$ cat config.mk
export PLATFORM = sky130hd
export DESIGN_NAME = analog_channel_scaler_top_flat
export DESIGN_NICKNAME = d
export VERILOG_FILES = /design/src/hdl/acs_pkg.sv /design/src/hdl/acs_if.sv /design/src/hdl/acs_serial_div.sv /design/src/hdl/analog_channel_scaler_top.sv /design/src/flat_wrapper.sv
export SDC_FILE = /design/constraint.sdc
export NUM_CORES = 1
export LEC_CHECK = 0
export ABC_AREA = 1
export BUFFER_PORTS_ARGS = -buffer_cell sky130_fd_sc_hd__buf_4
export CAP_MARGIN = 20
export CORE_UTILIZATION = 60
export CTS_BUF_LIST = sky130_fd_sc_hd__clkbuf_8
export DETAILED_ROUTE_END_ITERATION = 12
export PLACE_DENSITY = 0.83
export SLEW_MARGIN = 0
export SYNTH_ARGS = -nofsm -noshare
export SYNTH_HDL_FRONTEND = slang
export SYNTH_SLANG_ARGS = --single-unit
$ cat constraint.sdc
create_clock -name clk -period 6.5 [get_ports clk]
set_clock_uncertainty 0.15 [all_clocks]
set_input_delay 0.325 -clock clk [delete_from_list [all_inputs] [get_ports clk]]
set_output_delay 0.325 -clock clk [all_outputs]
set_load 0.01 [all_outputs]
$ cat src/hdl/acs_pkg.sv
// acs_pkg: widths, constants and types shared by the analog channel scaler.
// No dependencies.
`timescale 1ns / 1ps
`default_nettype none

package acs_pkg;

    localparam int SAMPLE_W   = 12;
    localparam int VALUE_W    = 16;
    localparam int QTY_W      = 2;
    localparam int DIVIDEND_W = 19;
    localparam int DIVISOR_W  = SAMPLE_W;
    localparam int MULT_W     = 7;

    localparam logic [QTY_W-1:0] PHASE_CHIP = 2'd0;
    localparam logic [QTY_W-1:0] PHASE_VOLT = 2'd1;
    localparam logic [QTY_W-1:0] PHASE_AIR  = 2'd2;

    localparam logic [MULT_W-1:0]    CHIP_MUL   = 7'd28;
    localparam logic [DIVISOR_W-1:0] CHIP_DIV   = 12'd75;
    localparam logic [VALUE_W-1:0]   CHIP_OFS   = 16'd456;
    localparam logic [SAMPLE_W-1:0]  CHIP_LIMIT = 12'd2000;
    localparam logic [MULT_W-1:0]    VOLT_MUL   = 7'd7;
    localparam logic [DIVISOR_W-1:0] VOLT_DIV   = 12'd59;
    localparam logic [MULT_W-1:0]    AIR_MUL    = 7'd91;
    localparam logic [VALUE_W-1:0]   AIR_OFS    = 16'd168;

    typedef enum logic [1:0] {
        ST_IDLE,
        ST_DIV,
        ST_HOLD
    } acs_state_t;

endpackage

`default_nettype wire

$ cat src/hdl/acs_if.sv
// acs_if: valid/ready channels for the sample word and the result word.
// Depends on acs_pkg.
`timescale 1ns / 1ps
`default_nettype none

interface acs_sample_if
    import acs_pkg::*;
();
    logic                valid;
    logic                ready;
    logic [SAMPLE_W-1:0] adc_sample;

    modport source (output valid, output adc_sample, input ready);
    modport sink   (input valid, input adc_sample, output ready);
endinterface

interface acs_result_if
    import acs_pkg::*;
();
    logic               valid;
    logic               ready;
    logic [QTY_W-1:0]   quantity;
    logic [VALUE_W-1:0] scaled_value;
    logic               divide_fault;
    logic [QTY_W-1:0]   next_channel;

    modport source (output valid, output quantity, output scaled_value,
                    output divide_fault, output next_channel, input ready);
    modport sink   (input valid, input quantity, input scaled_value,
                    input divide_fault, input next_channel, output ready);
endinterface

`default_nettype wire

$ cat src/hdl/acs_serial_div.sv
// acs_serial_div: restoring divider, one quotient bit per cycle.
// Depends on acs_pkg.
`timescale 1ns / 1ps
`default_nettype none

module acs_serial_div
    import acs_pkg::*;
(
    input  wire logic                  clk,
    input  wire logic                  rst_n,
    input  wire logic                  start,
    input  wire logic [DIVIDEND_W-1:0] dividend,
    input  wire logic [DIVISOR_W-1:0]  divisor,
    output logic                       done,
    output logic [DIVIDEND_W-1:0]      quotient
);

    localparam int CNT_W = $clog2(DIVIDEND_W);
    localparam logic [CNT_W-1:0] LAST = CNT_W'(DIVIDEND_W - 1);

    logic                  busy_reg;
    logic                  done_reg;
    logic [CNT_W-1:0]      cnt_reg;
    logic [DIVIDEND_W-1:0] quo_reg;
    logic [DIVISOR_W-1:0]  rem_reg;
    logic [DIVISOR_W-1:0]  dsr_reg;

    logic [DIVISOR_W:0]    trial;
    logic                  fits;
    logic [DIVISOR_W:0]    diff;
    logic [DIVISOR_W-1:0]  rem_next;
    logic [DIVIDEND_W-1:0] quo_next;

    always_comb
    begin
        trial    = {rem_reg, quo_reg[DIVIDEND_W-1]};
        fits     = trial >= {1'b0, dsr_reg};
        diff     = trial - {1'b0, dsr_reg};
        rem_next = fits ? diff[DIVISOR_W-1:0] : trial[DIVISOR_W-1:0];
        quo_next = {quo_reg[DIVIDEND_W-2:0], fits};
    end

    always_ff @(posedge clk or negedge rst_n)
    begin
        if (!rst_n)
        begin
            busy_reg <= 1'b0;
            done_reg <= 1'b0;
            cnt_reg  <= '0;
        end
        else
        begin
            done_reg <= 1'b0;
            if (start)
            begin
                busy_reg <= 1'b1;
                cnt_reg  <= '0;
            end
            else if (busy_reg)
            begin
                cnt_reg <= cnt_reg + 1'b1;
                if (cnt_reg == LAST)
                begin
                    busy_reg <= 1'b0;
                    done_reg <= 1'b1;
                end
            end
        end
    end

    always_ff @(posedge clk)
    begin
        if (start)
        begin
            quo_reg <= dividend;
            rem_reg <= '0;
            dsr_reg <= divisor;
        end
        else if (busy_reg)
        begin
            quo_reg <= quo_next;
            rem_reg <= rem_next;
        end
    end

    assign done     = done_reg;
    assign quotient = quo_reg;

endmodule

`default_nettype wire

$ cat src/hdl/analog_channel_scaler_top.sv
// Analog channel scaler: chip temperature, supply voltage, air temperature.
// Each accepted sample runs through 19 divider steps, then the output register.
// A new sample is taken only after the previous result has moved into the output register.
// A finished result waits in the output register while the next word runs.
// Reset (rst_n, async low): phase back to chip temperature, saved sample 0.
// Depends on acs_pkg, acs_if, acs_serial_div.
`timescale 1ns / 1ps
`default_nettype none

module analog_channel_scaler_top
    import acs_pkg::*;
(
    input  wire logic   clk,
    input  wire logic   rst_n,
    acs_sample_if.sink  sample,
    acs_result_if.source result
);

    acs_state_t            state_reg, state_next;
    logic [QTY_W-1:0]      phase_reg;
    logic [SAMPLE_W-1:0]   saved_reg;
    logic [SAMPLE_W-1:0]   x_reg;
    logic [QTY_W-1:0]      qty_reg;
    logic                  fault_reg;

    logic                  out_valid_reg;
    logic [QTY_W-1:0]      out_qty_reg;
    logic [VALUE_W-1:0]    out_value_reg;
    logic                  out_fault_reg;
    logic [QTY_W-1:0]      out_next_reg;

    logic                  div_start;
    logic                  div_done;
    logic [DIVIDEND_W-1:0] dividend;
    logic [DIVISOR_W-1:0]  divisor;
    logic [MULT_W-1:0]     mul_k;
    logic [DIVIDEND_W-1:0] quotient;
    logic [VALUE_W-1:0]    q16;
    logic [VALUE_W-1:0]    value;
    logic [QTY_W-1:0]      next_phase;
    logic                  accept;
    logic                  load_out;
    logic                  out_free;

    assign accept   = sample.valid && sample.ready;
    assign out_free = !out_valid_reg || result.ready;

    always_comb
    begin
        mul_k   = CHIP_MUL;
        divisor = CHIP_DIV;
        unique case (phase_reg)
            PHASE_CHIP:
            begin
                mul_k   = CHIP_MUL;
                divisor = CHIP_DIV;
            end
            PHASE_VOLT:
            begin
                mul_k   = VOLT_MUL;
                divisor = VOLT_DIV;
            end
            PHASE_AIR:
            begin
                mul_k   = AIR_MUL;
                divisor = saved_reg;
            end
            default:
            begin
                mul_k   = CHIP_MUL;
                divisor = CHIP_DIV;
            end
        endcase
        dividend  = DIVIDEND_W'(sample.adc_sample) * DIVIDEND_W'(mul_k);
        div_start = accept && (phase_reg inside {PHASE_CHIP, PHASE_VOLT, PHASE_AIR});
    end

    acs_serial_div u_div (
        .clk      (clk),
        .rst_n    (rst_n),
        .start    (div_start),
        .dividend (dividend),
        .divisor  (divisor),
        .done     (div_done),
        .quotient (quotient)
    );

    always_comb
    begin
        q16 = quotient[VALUE_W-1:0];
        unique case (qty_reg)
            PHASE_CHIP: value = (x_reg < CHIP_LIMIT) ? q16 - CHIP_OFS : '0;
            PHASE_VOLT: value = q16;
            PHASE_AIR:  value = fault_reg ? AIR_OFS : AIR_OFS - q16;
            default:    value = '0;
        endcase
        unique case (qty_reg)
            PHASE_CHIP: next_phase = PHASE_VOLT;
            PHASE_VOLT: next_phase = PHASE_AIR;
            default:    next_phase = PHASE_CHIP;
        endcase
    end

    always_comb
    begin
        state_next   = state_reg;
        load_out     = 1'b0;
        sample.ready = 1'b0;
        unique case (state_reg)
            ST_IDLE:
            begin
                sample.ready = 1'b1;
                if (div_start)
                    state_next = ST_DIV;
            end
            ST_DIV:
            begin
                if (div_done)
                begin
                    if (out_free)
                    begin
                        load_out   = 1'b1;
                        state_next = ST_IDLE;
                    end
                    else
                        state_next = ST_HOLD;
                end
            end
            ST_HOLD:
            begin
                if (out_free)
                begin
                    load_out   = 1'b1;
                    state_next = ST_IDLE;
                end
            end
            default: state_next = ST_IDLE;
        endcase
    end

    always_ff @(posedge clk or negedge rst_n)
    begin
        if (!rst_n)
        begin
            state_reg     <= ST_IDLE;
            phase_reg     <= PHASE_CHIP;
            saved_reg     <= '0;
            out_valid_reg <= 1'b0;
        end
        else
        begin
            state_reg <= state_next;
            if (accept)
            begin
                unique case (phase_reg)
                    PHASE_CHIP: phase_reg <= PHASE_VOLT;
                    PHASE_VOLT:
                    begin
                        phase_reg <= PHASE_AIR;
                        saved_reg <= sample.adc_sample;
                    end
                    default:    phase_reg <= PHASE_CHIP;
                endcase
            end
            if (load_out)
                out_valid_reg <= 1'b1;
            else if (result.ready)
                out_valid_reg <= 1'b0;
        end
    end

    always_ff @(posedge clk)
    begin
        if (div_start)
        begin
            x_reg     <= sample.adc_sample;
            qty_reg   <= phase_reg;
            fault_reg <= (phase_reg == PHASE_AIR) && (saved_reg == '0);
        end
        if (load_out)
        begin
            out_qty_reg   <= qty_reg;
            out_value_reg <= value;
            out_fault_reg <= fault_reg;
            out_next_reg  <= next_phase;
        end
    end

    assign result.valid        = out_valid_reg;
    assign result.quantity     = out_qty_reg;
    assign result.scaled_value = out_value_reg;
    assign result.divide_fault = out_fault_reg;
    assign result.next_channel = out_next_reg;

endmodule

`default_nettype wire

$ cat src/flat_wrapper.sv
// flat-port wrapper written by rule: the top's interface ports become plain ports
module analog_channel_scaler_top_flat import acs_pkg::*;
  (clk, rst_n, sample_valid, sample_adc_sample, sample_ready, result_valid, result_quantity, result_scaled_value, result_divide_fault, result_next_channel, result_ready);
  acs_sample_if sample_i ();
  acs_result_if result_i ();
  input  wire logic clk;
  input  wire logic rst_n;
  input wire logic [$bits(sample_i.valid)-1:0] sample_valid;
  input wire logic [$bits(sample_i.adc_sample)-1:0] sample_adc_sample;
  output wire logic [$bits(sample_i.ready)-1:0] sample_ready;
  output wire logic [$bits(result_i.valid)-1:0] result_valid;
  output wire logic [$bits(result_i.quantity)-1:0] result_quantity;
  output wire logic [$bits(result_i.scaled_value)-1:0] result_scaled_value;
  output wire logic [$bits(result_i.divide_fault)-1:0] result_divide_fault;
  output wire logic [$bits(result_i.next_channel)-1:0] result_next_channel;
  input wire logic [$bits(result_i.ready)-1:0] result_ready;
  assign sample_i.valid = sample_valid;
  assign sample_i.adc_sample = sample_adc_sample;
  assign sample_ready = sample_i.ready;
  assign result_valid = result_i.valid;
  assign result_quantity = result_i.quantity;
  assign result_scaled_value = result_i.scaled_value;
  assign result_divide_fault = result_i.divide_fault;
  assign result_next_channel = result_i.next_channel;
  assign result_i.ready = result_ready;
  analog_channel_scaler_top u_core (.clk(clk), .rst_n(rst_n), .sample(sample_i), .result(result_i));
endmodule
Word-level counts from Yosys, hierarchy flattened
Index checks and enable logic that the tools add are counted.

Bitwise operators: 0. Divide/modulo/power cells: 0. $mul: 1. Shifts and indexed selects: 0. Eq/ne operators: 10. Magnitude comparators: 2. Add/sub/neg operators: 4. Muxes and demuxes: 29. Reductions and logical operators: 14.

Operator list (number): 16-bit one-hot mux with 3 select lines (1); 19-bit two-way mux (2); 16-bit two-way mux (2); 12-bit one-hot mux with 2 select lines (1); 12-bit by 7-bit multiplier with 19-bit output (1); 16-bit by 9-bit subtractor with 16-bit output, second input constant (1); 8-bit by 16-bit subtractor with 16-bit output, first input constant (1); 7-bit one-hot mux with 2 select lines (1); 13-bit by 12-bit >= comparator with 1-bit output (1); 12-bit zero test (1); 12-bit by 11-bit < comparator with 1-bit output, second input constant (1); 12-bit two-way mux (1); 12-bit subtractor (1); 1-bit two-way mux (11); 5-bit two-way mux (2); 2-bit two-way mux (4); 2-bit one-hot mux with 2 select lines (2); 2-bit by 1-bit equality test with 1-bit output, second input constant (3); 2-bit equality test, second input constant (3); 2-bit zero test (3); 2-bit one-hot mux with 3 select lines (1); 5-bit by 1-bit adder with 5-bit output, second input constant (1); 5-bit equality test, second input constant (1); 2-bit by 1-bit != test with 1-bit output, second input constant (2); 9 further kinds (12).

Memory bits (read-only): 0. Input port bits: 16. Register bits after elaboration: 103. Memories kept: 0. Word-level logic and storage cells: 77. RAM bits: 0. Latch bits: 0.

Logic depth before layout (Yosys ltp)
Gate-level depths: netlist of run 1.

Depth after elaboration: 6. Mapped depth: 24. Depth with buffers taken out: 22.

By module
Synthesis of run 1 repeated with hierarchy kept, for this count alone.

Cell total of the unflattened synthesis: 1098. Area, all modules: 8295.5 um^2.

By module, submodules not included: analog_channel_scaler_top (area each 5412.7 um^2, instances 1, cells an instance 735, sequential area each 1386.3 um^2); acs_serial_div (area each 2882.8 um^2, instances 1, cells an instance 363, sequential area each 1346.3 um^2).

Least setup slack after synthesis of run 1
OpenSTA, ideal clock, no wires.

Path type: register to register. From: register u_core.phase_reg[1]. To: register u_core.u_div.quo_reg[9], in the netlist u_core.u_div.quotient[9], data pin. Period minus slack after synthesis: 4.868 ns. Stages on the path, launching flop included: 20. Arrival time: 4.452 ns. Data required time: 6.084 ns. Slack: 1.632 ns. Setup time: 0.266 ns. Path through: dfrtp_1 -> inv_1 -> ha_1 -> clkbuf_1 -> clkbuf_1 -> nor2_1 -> fa_1 -> fa_1 -> fa_1 -> inv_1 -> fa_1 -> inv_1 -> ha_1 -> a21oi_1 -> inv_1 -> nor2_1 -> nand2_1 -> or2_2 -> nand3_1 -> o21ai_0.

Word-level cells in the longest chain between the ends: 4. Elaborated cells on any way between the ends: 8.

RTL lines: from (decl) (RTL line analog_channel_scaler_top.sv:20) `logic [QTY_W-1:0] phase_reg;`; from (signal assigned) (RTL line analog_channel_scaler_top.sv:146) `phase_reg <= PHASE_CHIP;`; from (signal assigned) (RTL line analog_channel_scaler_top.sv:156) `PHASE_CHIP: phase_reg <= PHASE_VOLT;`; from (signal assigned) (RTL line analog_channel_scaler_top.sv:159) `phase_reg <= PHASE_AIR;`; 2-bit equality test, or another cell as far along (RTL line analog_channel_scaler_top.sv:52, analog_channel_scaler_top.sv:75); 7-bit one-hot mux with 2 select lines / 3-bit nonzero test (equally long branches) (RTL line analog_channel_scaler_top.sv:52, analog_channel_scaler_top.sv:75); 12-bit by 7-bit multiplier with 19-bit output / 1-bit logical AND (equally long branches) (RTL line analog_channel_scaler_top.sv:74, analog_channel_scaler_top.sv:75); 19-bit two-way mux * (RTL line acs_serial_div.sv:73) `if (start)`; to (signal assigned) (RTL line acs_serial_div.sv:75) `quo_reg <= dividend;`; to (signal assigned) (RTL line acs_serial_div.sv:81) `quo_reg <= quo_next;`; to (decl) (RTL line acs_serial_div.sv:24) `logic [DIVIDEND_W-1:0] quo_reg;`.

Mark *: on every way between the ends. The rest lies on a longest branch, timed or not. A chain may end at the register's enable or synchronous reset.

Final worst setup path of run 1
Ends and elaborated chain as after synthesis.

==> flow_results.org, run 1 <==
** Run status
- The run finished with clean final reports.

** Global routing
- Global routing used 26.7% of the available tracks.
- The total overflow left after global routing is 0.
- Initial antenna violation count :: 0
- The first global-routing pass estimated 30,000 µm of wire.
- Entering global routing, the biggest net connects 49 pins.
- The via count of the first global-routing pass was 6,484.

** Worst setup path
- FF-to-FF setup slack :: 1.37 ns
- Crit Reg-Reg Startpoint :: u_core.phase_reg[1]
- Nature of the critical path endpoint :: flip-flop
- Worst r2r dst :: u_core.u_div.quotient[9]
- Worst Path Required :: 6.48 ns
- The critical path is of the flip-flop to flip-flop type.
- In this run the worst path has a maximum fanout of 17.
- For the worst setup path, the data arrival time is 5.11 ns.
- The worst setup path is launched from a flip-flop.
- Depth of the worst register-to-register path :: 17

** Run
- Number of max-capacitance violations reported :: 0

** Logic synthesis
- Async S/R FF share, synth :: 24.2%
- Of the synthesized area, sequential elements account for 33.9%.
- By area the synthesized netlist is led by sky130_fd_sc_hd__edfxtp_1, sky130_fd_sc_hd__nand2_1, sky130_fd_sc_hd__ha_1.
- The synthesized netlist contains 42 unique library cells.
- The mapped netlist covers 0.00806 mm².
- Post-synth EDFFs :: 63
- Each instance of the synthesized netlist takes up on average 7.81 µm².
- Synthesis produced a netlist with a net count of 1,158.
- Counting flops and latches in the post-synthesis netlist gives 99.
- Number of warning messages in the yosys log :: 0
- Leading area contributor after synthesis :: sky130_fd_sc_hd__edfxtp_1
- In the synthesized netlist, the number of instances is 1,032.
- Portion of synthesized cell area occupied by the leading cell type :: 23.5%
- Among all flip-flop cells after synthesis, the most frequent one is sky130_fd_sc_hd__edfxtp_1.

** Timing
- Final setup vio count :: 0
- For the finished layout, the period the worst path requires is 5.13 ns.
- The final hold violation count is 0.
- Derived from the worst setup path, the maximum achievable clock frequency is 195 MHz.
- For the pin with the worst max-slew slack, the measured transition is 0.976 ns.
- Total negative slack for setup checks :: 0 ns
- The number of pins with negative max-slew slack in the final report was 0.
- Setup repair after global routing left no endpoint under its margin.
- In the finished design, the share of the clock period the worst path needs comes to 78.9%.
- Rel. slew slack :: 34.7%

** Min path
- Worst Hold Path Cells :: 1
- For hold timing, the worst endpoint is u_core.x_reg[11].
- Min-Delay Startpoint :: sample_adc_sample[11]
- The worst hold path belongs to the class primary input to flip-flop.

** Clock tree
- Maximum buffer depth of the clock tree :: 2
- H-tree level count :: 3
- The later pin in the worst-skew pair is clocked with a latency of 0.39 ns.
- Once the clock tree was built, the setup fixing pass inserted 0 buffers.
- After clock tree synthesis, the clock-pin slew on the worst setup and hold paths is 0.11 ns.
- TritonCTS built the clock tree.
- The root buffer cell chosen for the clock tree is sky130_fd_sc_hd__clkbuf_8.
- For this design, the sink count on the clock tree is 99.
- Number of buffers added by the clock tree synthesis step :: 9

** Floorplanning
- Cell Rows :: 41
- Horizontal die dimension :: 118 µm
- Top Ports :: 39
- Vertical extent of the die :: 118 µm
- Die area :: 0.0139 mm²
- The core region is 0.0129 mm².
- For this configuration, the core starts out at a cell density of 62.6%.

** Cells and area
- Relative to the synthesized area, the layout overhead comes to 8.39%.
- Layout cells sized above 1 :: 7.17%
- The register with the most flip-flops in the layout has 19 of them.
- Number of antenna repair diodes :: 0
- # nets final :: 1,195

** Detailed routing
- In the routed layout, each cell is associated on average with a via count of 5.35.
- After detailed routing, the number of remaining DRC violations is 0.
- Number of vias after detailed routing :: 6,663
- Summed over all layers, the routed wires come to 17,300 µm.
- DRT antenna net count :: 0
- Per-cell routed wire length :: 13.9 µm
- DRT Pass-1 Iters :: 5
- Drt initial violations :: 705

** Placement
- The count of buffers added on input and output ports is 38.
- Detailed placement finished with a half-perimeter wire length of 13,700 µm.
- The congestion estimate from routability-driven global placement came to 0.919.
==> synthesized netlist by cell type, types with 2 or more instances <==
master,number
sky130_fd_sc_hd__dfrtp_1,24
sky130_fd_sc_hd__xnor2_1,10
sky130_fd_sc_hd__o221ai_1,2
sky130_fd_sc_hd__inv_1,199
sky130_fd_sc_hd__xor2_1,6
sky130_fd_sc_hd__dfxtp_1,12
sky130_fd_sc_hd__nand3_4,2
sky130_fd_sc_hd__edfxtp_1,63
sky130_fd_sc_hd__fa_1,39
sky130_fd_sc_hd__nand3_2,5
sky130_fd_sc_hd__nand3_1,71
sky130_fd_sc_hd__buf_2,4
sky130_fd_sc_hd__ha_1,71
sky130_fd_sc_hd__a21oi_1,32
sky130_fd_sc_hd__nand2_1,269
sky130_fd_sc_hd__o21ai_0,58
sky130_fd_sc_hd__nor3_1,9
sky130_fd_sc_hd__clkinv_1,2
sky130_fd_sc_hd__or2_2,3
sky130_fd_sc_hd__nand2_2,2
sky130_fd_sc_hd__inv_2,2
sky130_fd_sc_hd__nor4_1,2
sky130_fd_sc_hd__nor2_1,81
sky130_fd_sc_hd__nand3b_1,8
sky130_fd_sc_hd__o21bai_1,2
sky130_fd_sc_hd__clkbuf_1,14
sky130_fd_sc_hd__nand4_1,15
sky130_fd_sc_hd__o211ai_1,6
sky130_fd_sc_hd__o21ai_1,6
==> how the worst max path moves through the flow <==
stage | slack, ns | cells after the start | end | startpoint
2_1_floorplan | 1.63 | 19 | u_core.u_div.quotient[9] | u_core.phase_reg[1]
3_3_place_gp | 1.55 | 18 | u_core.u_div.quotient[9] | u_core.phase_reg[1]
3_5_place_dp | 1.42 | 17 | u_core.u_div.quotient[9] | u_core.phase_reg[1]
4_1_cts | 1.39 | 17 | u_core.u_div.quotient[9] | u_core.phase_reg[1]
5_1_grt | 0.99 | 17 | u_core.u_div.quotient[9] | u_core.phase_reg[1]
6_report | 1.37 | 17 | u_core.u_div.quotient[9] | u_core.phase_reg[1]
==> per-stage QoR <==
stage	instances	hold WS, ns	worst slack, ns	cell area, µm²	util, %
5_1_grt	1246	0.00188	0.994	8730	67.8
6_report	1246	0.0166	1.37	8730	67.8
3_3_place_gp	1225	0.107	1.55	8490	66.0
3_5_place_dp	1225	0.109	1.42	8490	66.0
2_1_floorplan	1032	-0.121	1.63	8060	-
4_1_cts	1244	0.0000586	1.39	8710	67.7
==> layer usage <==
metal | vias to the layer above | track usage (%) | routed length, µm
li1 | 3365 | - | -
met1 | 3091 | 36.0 | 7870
met4 | 0 | 8.17 | 261
met3 | 26 | 4.36 | 869
met2 | 181 | 44.2 | 8260
met5 | - | 0 | 0
==> timing repair <==
| action | in CTS | in global routing |
|---|---|---|
| hold endpoints to repair | 26 | 2 |
| hold buffers | 3 | 2 |
| resized for setup | 0 | 0 |
==> logic make-up after synthesis <==
logic type,share of synthesized area (%)
AOI/OAI and AO/OA,7.58
xor gates and xnor gates,1.74
and+or+nand+nor,25.5
adders and majority gates,20.7
DFF,33.9
buffers and inverters,10.5
==> cell usage in the layout (no fill, tap or decap), types with 3 or more instances in the layout <==
cell type | Yosys | final
sky130_fd_sc_hd__nand4_1 | 15 | 15
sky130_fd_sc_hd__o21ai_0 | 58 | 58
sky130_fd_sc_hd__nand3b_1 | 8 | 8
sky130_fd_sc_hd__nand3_2 | 5 | 5
sky130_fd_sc_hd__fa_1 | 39 | 39
sky130_fd_sc_hd__nand2_1 | 269 | 269
sky130_fd_sc_hd__o211ai_1 | 6 | 6
sky130_fd_sc_hd__nor3_1 | 9 | 9
sky130_fd_sc_hd__dfrtp_1 | 24 | 24
sky130_fd_sc_hd__inv_1 | 199 | 199
sky130_fd_sc_hd__o21ai_1 | 6 | 6
sky130_fd_sc_hd__dfxtp_1 | 12 | 12
sky130_fd_sc_hd__clkbuf_8 | 0 | 10
sky130_fd_sc_hd__nand3_1 | 71 | 71
sky130_fd_sc_hd__ha_1 | 71 | 71
sky130_fd_sc_hd__inv_6 | 0 | 3
sky130_fd_sc_hd__nor2_1 | 81 | 80
sky130_fd_sc_hd__xnor2_1 | 10 | 10
sky130_fd_sc_hd__dlygate4sd3_1 | 0 | 5
sky130_fd_sc_hd__a21oi_1 | 32 | 32
sky130_fd_sc_hd__xor2_1 | 6 | 6
sky130_fd_sc_hd__buf_4 | 0 | 40
sky130_fd_sc_hd__or2_2 | 3 | 3
sky130_fd_sc_hd__edfxtp_1 | 63 | 63
==> critical path: stages (launching register included) <==
cell	delay, ns
sky130_fd_sc_hd__dfrtp_1	0.46
sky130_fd_sc_hd__inv_1	0.12
sky130_fd_sc_hd__ha_1	0.53
sky130_fd_sc_hd__nor2_1	0.18
sky130_fd_sc_hd__fa_1	0.58
sky130_fd_sc_hd__fa_1	0.44
sky130_fd_sc_hd__fa_1	0.55
sky130_fd_sc_hd__inv_1	0.05
sky130_fd_sc_hd__fa_1	0.50
sky130_fd_sc_hd__inv_1	0.04
sky130_fd_sc_hd__ha_1	0.33
sky130_fd_sc_hd__a21oi_1	0.22
sky130_fd_sc_hd__inv_1	0.06
sky130_fd_sc_hd__nor2_1	0.11
sky130_fd_sc_hd__nand2_1	0.10
sky130_fd_sc_hd__or2_2	0.28
sky130_fd_sc_hd__nand3_1	0.07
sky130_fd_sc_hd__o21ai_0	0.08
==> layout make-up <==
class                   instances  area (µm²)
flip-flops and latches         99        2730
multi-input cells             711        4480
fillers                      1082        4140
clock inverters                 6        52.6
well taps                     172         215
inverters                     203         762
clock buffers                  10         138
repair buffers                 45         350
Power of run 1 is not shown: default switching activity piles up to over one toggle a cycle in this logic, so the estimate is an artifact.
==> run 2: changes to the inputs <==
clock period = 4.8 ns   (was 6.5 ns; I/O delays follow)
==> run 2 against run 1 <==
  * Non-clock buffer count increased by 18
  * Flip-flop and latch count stayed put
  * Die area did not move
  * Global-route usage up 1.2 points
  * Critical path depth is 1 higher
  * Critical endpoint unchanged
==> flow_results.org, run 2 (synthesized netlist as in run 1, its figures left out) <==
** Global routing
- GR met2 Demand/Resource :: 46.6% (+2.5 points)
- Pin count of the biggest net entering global routing :: 29 (-41%)
- The total congestion overflow came to 0 (unchanged).
- Met3 usage in global routing :: 4.12% (-0.24 points)
- The first-pass GRT wire length came to 31,200 µm (+4.1%).
- The global-route total usage across every layer was 27.9% (+1.2 points).
- The via count of the first global-routing pass was 6,709 (+3.5%).
- The number of antenna violations at the first check in global routing was 0 (unchanged).
- The global routing stage identified its most utilized layer as met2.
- The global-route met1 utilization was 36.9% (+0.97 points).

** Cells and area
- Final core occ :: 70.6% (+2.7 points)
- Area of the multi-input gates :: 0.00469 mm² (+4.6%)
- Area growth syn-to-layout :: 12.8%
- The filler-free cell count of the finished design was 1,264 (+1.4%).
- Register area :: 0.00273 mm² (unchanged)
- The ratio of cells with drive above 1 in the final layout was 11.4% (+4.2 points).
- The flip-flop count of the largest register, all copies and words added is 19 (unchanged).
- # nets final :: 1,213 (+1.5%)
- Number of antenna repair diodes :: 0 (unchanged)
- Leaving out fill and tap cells, the most frequent cells in the layout are sky130_fd_sc_hd__nand2_1, sky130_fd_sc_hd__inv_1, sky130_fd_sc_hd__nor2_1.
- Filler Cells Inserted :: 1,008 (-6.8%)
- Most frequent standard cell in the layout excluding fill and tap cells :: sky130_fd_sc_hd__nand2_1

** Clock tree
- CTS tree :: built
- Clock slew at the register clock pins of the worst setup and hold paths :: 0.11 ns (about the same)
- The number of clock buffers inserted by TritonCTS is 9 (unchanged).
- In this run the clock root is driven by a sky130_fd_sc_hd__clkbuf_8.
- Source-to-sink clock delay at the later pin of the worst-skew pair :: 0.40 ns (about the same)
- The clock net sink count is 99 (unchanged).
- H-tree level count :: 3 (unchanged)
- The maximum count of clock buffers along a single path came to 2 (unchanged).

** Floorplanning
- Cell Rows :: 41 (unchanged)
- Initial standard-cell utilization of the core :: 62.6% (unchanged)
- Top Ports :: 39 (unchanged)
- The die footprint was 0.0139 mm² (unchanged).
- The height of the die is 118 µm (unchanged).
- Placeable core region :: 0.0129 mm² (unchanged)
- The width of the chip came to 118 µm (unchanged).

** Placement
- The weighted congestion reported at the end of routability-driven placement came to 0.920 (+0.14%).
- Port-buffer cells :: 38 (unchanged)
- The total half-perimeter wirelength after legalization and detailed placement was 14,000 µm (+2.7%).
- Placed instance count :: 1,238 (+1.1%)

** Detailed routing
- The detailed-route vias per instance came to 5.50 (+2.8%).
- The count of TritonRoute iterations in the first routing pass came to 6 (+1).
- Total length of routed wires :: 18,600 µm (+7.9%)
- Per-cell routed wire length :: 14.7 µm (+6.4%)
- The number of vias in the routed layout came to 6,950 (+4.3%).
- Drt initial violations :: 772 (+9.5%)
- The DRC violation count after routing was 0 (unchanged).
- DRT antenna net count :: 0 (unchanged)

** Min path
- Class of the worst hold path :: primary input to flip-flop

** Timing
- Final period utilization :: 97.5% (+19 points)
- The highest clock frequency the design can meet is 214 MHz (+9.5%).
- Setup repair after global routing could not meet its margin everywhere.
- Smallest hold slack :: 0.0767 ns (+0.0601 ns)
- The tightest slew margin relative to the limit came to 38.1% (+3.3 points).
- Period minus WS final :: 4.68 ns (-0.445 ns)
- The total setup violations reported at the end of the flow came to 0 (unchanged).
- Hold violation total from the final report :: 0 (unchanged)
- The number of pins with negative max-slew slack in the final report came to 0 (unchanged).
- The actual transition at the worst max-transition pin came to 0.926 ns (-0.0500 ns).

** Run status
- The flow ran to the end, and the final reports show no timing, DRC or antenna violations.

** Worst setup path
- Worst Path Required :: 4.80 ns (-1.68 ns)
- The delay of the slowest cell on the worst path came to 0.55 ns (-0.03 ns).
- CP arrival :: 4.68 ns (-0.43 ns)
- Count of buffer and inverter cells on the critical path :: 5 (+1)
- CP Max Fanout :: 7 (-10)
- Top Family by Delay on Critical Path :: adder cells
- Classification of the worst setup path :: flip-flop to flip-flop
- The setup slack of the worst register-to-register path came to 0.12 ns (-1.25 ns).
- The worst setup path is launched from a flip-flop.
- The slowest stage of the critical path belongs to the cell sky130_fd_sc_hd__fa_1.
- The worst setup path is captured at a flip-flop.
- Crit path cell chain :: inv_2, ha_4, nand2_1, inv_1, fa_1, fa_1, fa_1, inv_1, fa_1, inv_1, ha_4, a21oi_4, inv_1, nor2_1, nand2_2, or2_2, nand3_1, o21ai_0

** Run
- Number of max-capacitance violations reported :: 0 (unchanged)
run 2: cell types whose count changed in the layout (fill, tap and decap cells not counted), sizes merged:
cell | before | now
buf | 40 | 53
dlygate4sd3 | 5 | 10
clkbuf | 10 | 9
inv | 206 | 207
run 2: area by class of cell:
cell class / count / share of cell area, %
Inverter: 203 / 8.38
Tap cell: 172 / 2.37
Multi-Input combinational cell: 711 / 51.6
Timing Repair Buffer: 63 / 5.48
Clock inverter: 7 / 0.716
Clock buffer: 9 / 1.36
Sequential cell: 99 / 30.1
run 2: repair_timing:
item / CTS / global route
endpoints found under the hold margin: 34 / 0
endpoints found under the setup margin: 0 / 12
setup buffers: 0 / 0
hold buffers: 10 / 0
resized for setup: 0 / 43
run 2: tightest hold or removal path, delay by kind of cell:
kind / cells / cell delay (ns)
buffers and inverters: 2 / 0.18
AO/OA/AOI/OAI: 1 / 0.15
run 2: per-layer routing:
layer  share of wire [%]  vias up
met5                   0        -
met3                 6.5       42
li1                    -     3391
met1                  43     3227
met2                  48      290
met4                 2.7        0
run 2: final timing paths:
check,startpoint,cells past startpoint,endpoint
max,u_core.phase_reg[0],18,u_core.u_div.quotient[9]
min,sample_adc_sample[3],3,u_core.saved_reg[3]
max reg2reg,u_core.phase_reg[0],18,u_core.u_div.quotient[9]
min reg2reg,u_core.u_div.rem_reg[7],2,u_core.u_div.rem_reg[7]
max in group asynchronous,rst_n,2,u_core.saved_reg[8]
min in group asynchronous,rst_n,2,u_core.u_div.busy_reg
run 2: per-stage QoR:
stage / setup WS [ns] / area (µm²) / setup TNS (ns)
CTS: 0.00159 / 8880 / 0
global placement: 0.0977 / 8590 / 0
finish: 0.118 / 9090 / 0
detailed placement: -0.000331 / 8590 / -0.000331
floorplan: 0.0351 / 8060 / 0
global route: -0.0707 / 9090 / -0.0861
Power of run 2 is left out for the same reason.
==> run 3: changes to the inputs <==
RECOVER_POWER = 50   (was default)
==> run 3 against run 2 <==
  * Global-route usage unchanged
  * Flip-flop and latch count unchanged
  * Fmax decreased by 0.64%
  * Critical path type unchanged
  * Critical endpoint unchanged
==> flow_results.org, run 3 (synthesized netlist as in run 1, its figures left out) <==
** Run status
- Status :: complete, no violations

** Worst setup path
- The setup slack of the worst register-to-register path came to 0.09 ns (-0.03 ns).
- Crit Reg-Reg Startpoint :: u_core.phase_reg[0]
- The delay of the slowest cell on the worst path is 0.55 ns (about the same).
- The worst register-to-register path ends at u_core.u_div.quotient[9].
- Worst Path Required :: 4.80 ns (about the same)
- STA classifies the critical path endpoint as a flip-flop.
- Crit path cell chain :: inv_2, ha_4, nand2_1, inv_1, fa_1, fa_1, fa_1, inv_1, fa_1, inv_1, ha_4, a21oi_4, inv_1, nor2_1, nand2_2, or2_2, nand3_1, o21ai_0
- The critical path buffer and inverter count is 5 (unchanged).
- The maximum fanout count along the critical path was 7 (unchanged).
- Depth of the worst register-to-register path :: 18 (unchanged)
- The worst setup path is launched from a flip-flop.
- CP arrival :: 4.71 ns (+0.03 ns)
- On the critical path the largest part of the delay comes from adder cells.
- Classification of the worst setup path :: flip-flop to flip-flop
- Slowest CP cell :: sky130_fd_sc_hd__fa_1

** Min path
- Class of the worst hold path :: primary input to flip-flop
- The instance count along the most critical hold path was 3 (unchanged).
- Min-Delay Startpoint :: sample_adc_sample[3]
- Worst Hold Path EP :: u_core.saved_reg[3]

** Detailed routing
- Via-per-instance ratio :: 5.49 (-0.19%)
- The wire length per cell after detailed routing was 14.8 µm (about the same).
- Number of vias after detailed routing :: 6,937 (-0.19%)
- DRT Pass-1 Iters :: 6 (unchanged)
- The DRC violation count after routing was 0 (unchanged).
- The aggregate routed wire length is 18,700 µm (about the same).
- The detailed router's first-iteration violation count is 771 (-0.13%).
- The number of nets with antenna violations after routing is 0 (unchanged).

** Timing
- The total setup violations reported at the end of the flow came to 0 (unchanged).
- Number of pins with negative max-slew slack in the final report :: 0 (unchanged)
- Final period utilization :: 98.2% (+0.63 points)
- Hold violation total from the final report :: 0 (unchanged)
- The post-layout worst setup margin was 0.0879 ns (-0.0302 ns).
- The minimum clock period after layout came to 4.71 ns (+0.0302 ns).
- Slew at the pin with the worst max-slew slack :: 1.44 ns (+0.518 ns)
- The highest clock frequency the design can meet was 212 MHz (-0.64%).
- Rel. slew slack :: 3.73% (-34 points)
- Unrepaired setup endpoints after global routing :: yes
- The total negative slack is 0 ns (unchanged).

** Cells and area
- The flip-flop count of the largest register, all copies and words added is 19 (unchanged).
- Relative to the synthesized area, the layout overhead comes to 12.5%.
- Most frequent standard cell in the layout excluding fill and tap cells :: sky130_fd_sc_hd__nand2_1
- Layout Cell Area excl Fill :: 0.00906 mm² (-0.25%)
- # nets final :: 1,213 (unchanged)
- Top library cells by usage in the layout, fill and taps aside :: sky130_fd_sc_hd__nand2_1, sky130_fd_sc_hd__inv_1, sky130_fd_sc_hd__nor2_1
- The utilization after layout is 70.4% (-0.17 points).
- Number of antenna repair diodes :: 0 (unchanged)
- The ratio of cells with drive above 1 in the final layout is 10.8% (-0.55 points).

** Global routing
- The total congestion overflow came to 0 (unchanged).
- Overall global routing resource usage :: 27.9% (unchanged)
- Pin count of the biggest net entering global routing :: 29 (unchanged)
- The first-pass GRT wire length was 31,200 µm (unchanged).
- Initial antenna violation count :: 0 (unchanged)
- Number of global-route vias before repair :: 6,709 (unchanged)

** Clock tree
- Root buffer cell :: sky130_fd_sc_hd__clkbuf_8
- The number of clock buffers inserted by TritonCTS is 9 (unchanged).
- TritonCTS built the clock tree.
- The clock net sink count was 99 (unchanged).
- Maximum buffer depth of the clock tree :: 2 (unchanged)
- The post-CTS setup buffer count was 0 (unchanged).
- The number of H-tree branching levels came to 3 (unchanged).
- Clock slew at the register clock pins of the worst setup and hold paths :: 0.11 ns (about the same)
- The later-pin clock latency in the skew report came to 0.40 ns (about the same).

** Run
- The number of maximum-capacitance constraint violations came to 0 (unchanged).

** Floorplanning
- Vertical extent of the die :: 118 µm (unchanged)
- Top Ports :: 39 (unchanged)
- Die area :: 0.0139 mm² (unchanged)
- The core region area was 0.0129 mm² (unchanged).
- Horizontal die dimension :: 118 µm (unchanged)
- The starting utilization of the core area is 62.6% (unchanged).
- Cell Rows :: 41 (unchanged)

** Placement
- DP Worst Slack :: -0.000331 ns (unchanged)
- The standard cell area after detailed placement was 0.00859 mm² (unchanged).
- The number of I/O port buffers came to 38 (unchanged).
- Weighted congestion at the end of routability-driven global placement :: 0.920 (unchanged)
- The total half-perimeter wirelength after legalization and detailed placement is 14,000 µm (unchanged).
-- run 3: cell count changes in the layout (fill, tap and decap cells not counted), sizes merged --
cell	before	now
clkbuf	9	15
buf	53	47
-- run 3: how the worst max path moves through the flow --
stage                              startpoint                        to  slack [ns]  cells after the start
after detailed placement  u_core.phase_reg[0]  u_core.u_div.quotient[9]     -0.0003                     18
final                     u_core.phase_reg[0]  u_core.u_div.quotient[9]        0.09                     18
after global placement    u_core.phase_reg[1]  u_core.u_div.quotient[9]         0.1                     17
after floorplan           u_core.phase_reg[0]  u_core.u_div.quotient[9]        0.04                     19
after CTS                 u_core.phase_reg[0]  u_core.u_div.quotient[9]       0.002                     18
after global routing      u_core.phase_reg[0]  u_core.u_div.quotient[9]       -0.07                     18
-- run 3: area by class of cell --
cell class                 instances  area [µm²]
multi-input combinational        711        4690
fill                            1014        3810
sequential                        99        2730
inverter                         203         762
timing repair buffer              63         475
tap                              172         215
clock buffer                       9         124
clock inverter                     7        65.1
-- run 3: per-stage QoR --
stage          instances  hold slack (ns)
2_1_floorplan       1032           -0.206
3_3_place_gp        1238           0.0180
3_5_place_dp        1238           0.0224
4_1_cts             1264           0.0601
5_1_grt             1264           0.0810
6_report            1264           0.0766
-- run 3: what timing repair did --
| item | in CTS | in global routing |
|---|---|---|
| gates resized for setup | 0 | 43 |
| hold buffers | 10 | 0 |
| endpoints found under the hold margin | 34 | 0 |
| setup endpoints to repair | 0 | 12 |
-- run 3: per-layer routing --
| metal | GRT usage (%) | vias up | part of all wire, % |
|---|---|---|---|
| met5 | 0 | - | 0 |
| met4 | 9.78 | 0 | 2.6 |
| met3 | 4.12 | 40 | 6.8 |
| met2 | 46.6 | 290 | 48 |
| met1 | 36.9 | 3214 | 42 |
| li1 | - | 3393 | - |
-- run 3: worst register-to-register path, cell delays in order, from the launching register on --
cell,delay [ns]
sky130_fd_sc_hd__dfrtp_1,0.45
sky130_fd_sc_hd__inv_2,0.11
sky130_fd_sc_hd__ha_4,0.33
sky130_fd_sc_hd__nand2_1,0.09
sky130_fd_sc_hd__inv_1,0.07
sky130_fd_sc_hd__fa_1,0.42
sky130_fd_sc_hd__fa_1,0.49
sky130_fd_sc_hd__fa_1,0.56
sky130_fd_sc_hd__inv_1,0.05
sky130_fd_sc_hd__fa_1,0.53
sky130_fd_sc_hd__inv_1,0.09
sky130_fd_sc_hd__ha_4,0.28
sky130_fd_sc_hd__a21oi_4,0.17
sky130_fd_sc_hd__inv_1,0.06
sky130_fd_sc_hd__nor2_1,0.12
sky130_fd_sc_hd__nand2_2,0.10
sky130_fd_sc_hd__or2_2,0.28
sky130_fd_sc_hd__nand3_1,0.06
sky130_fd_sc_hd__o21ai_0,0.07
Power of run 3 is left out for the same reason.
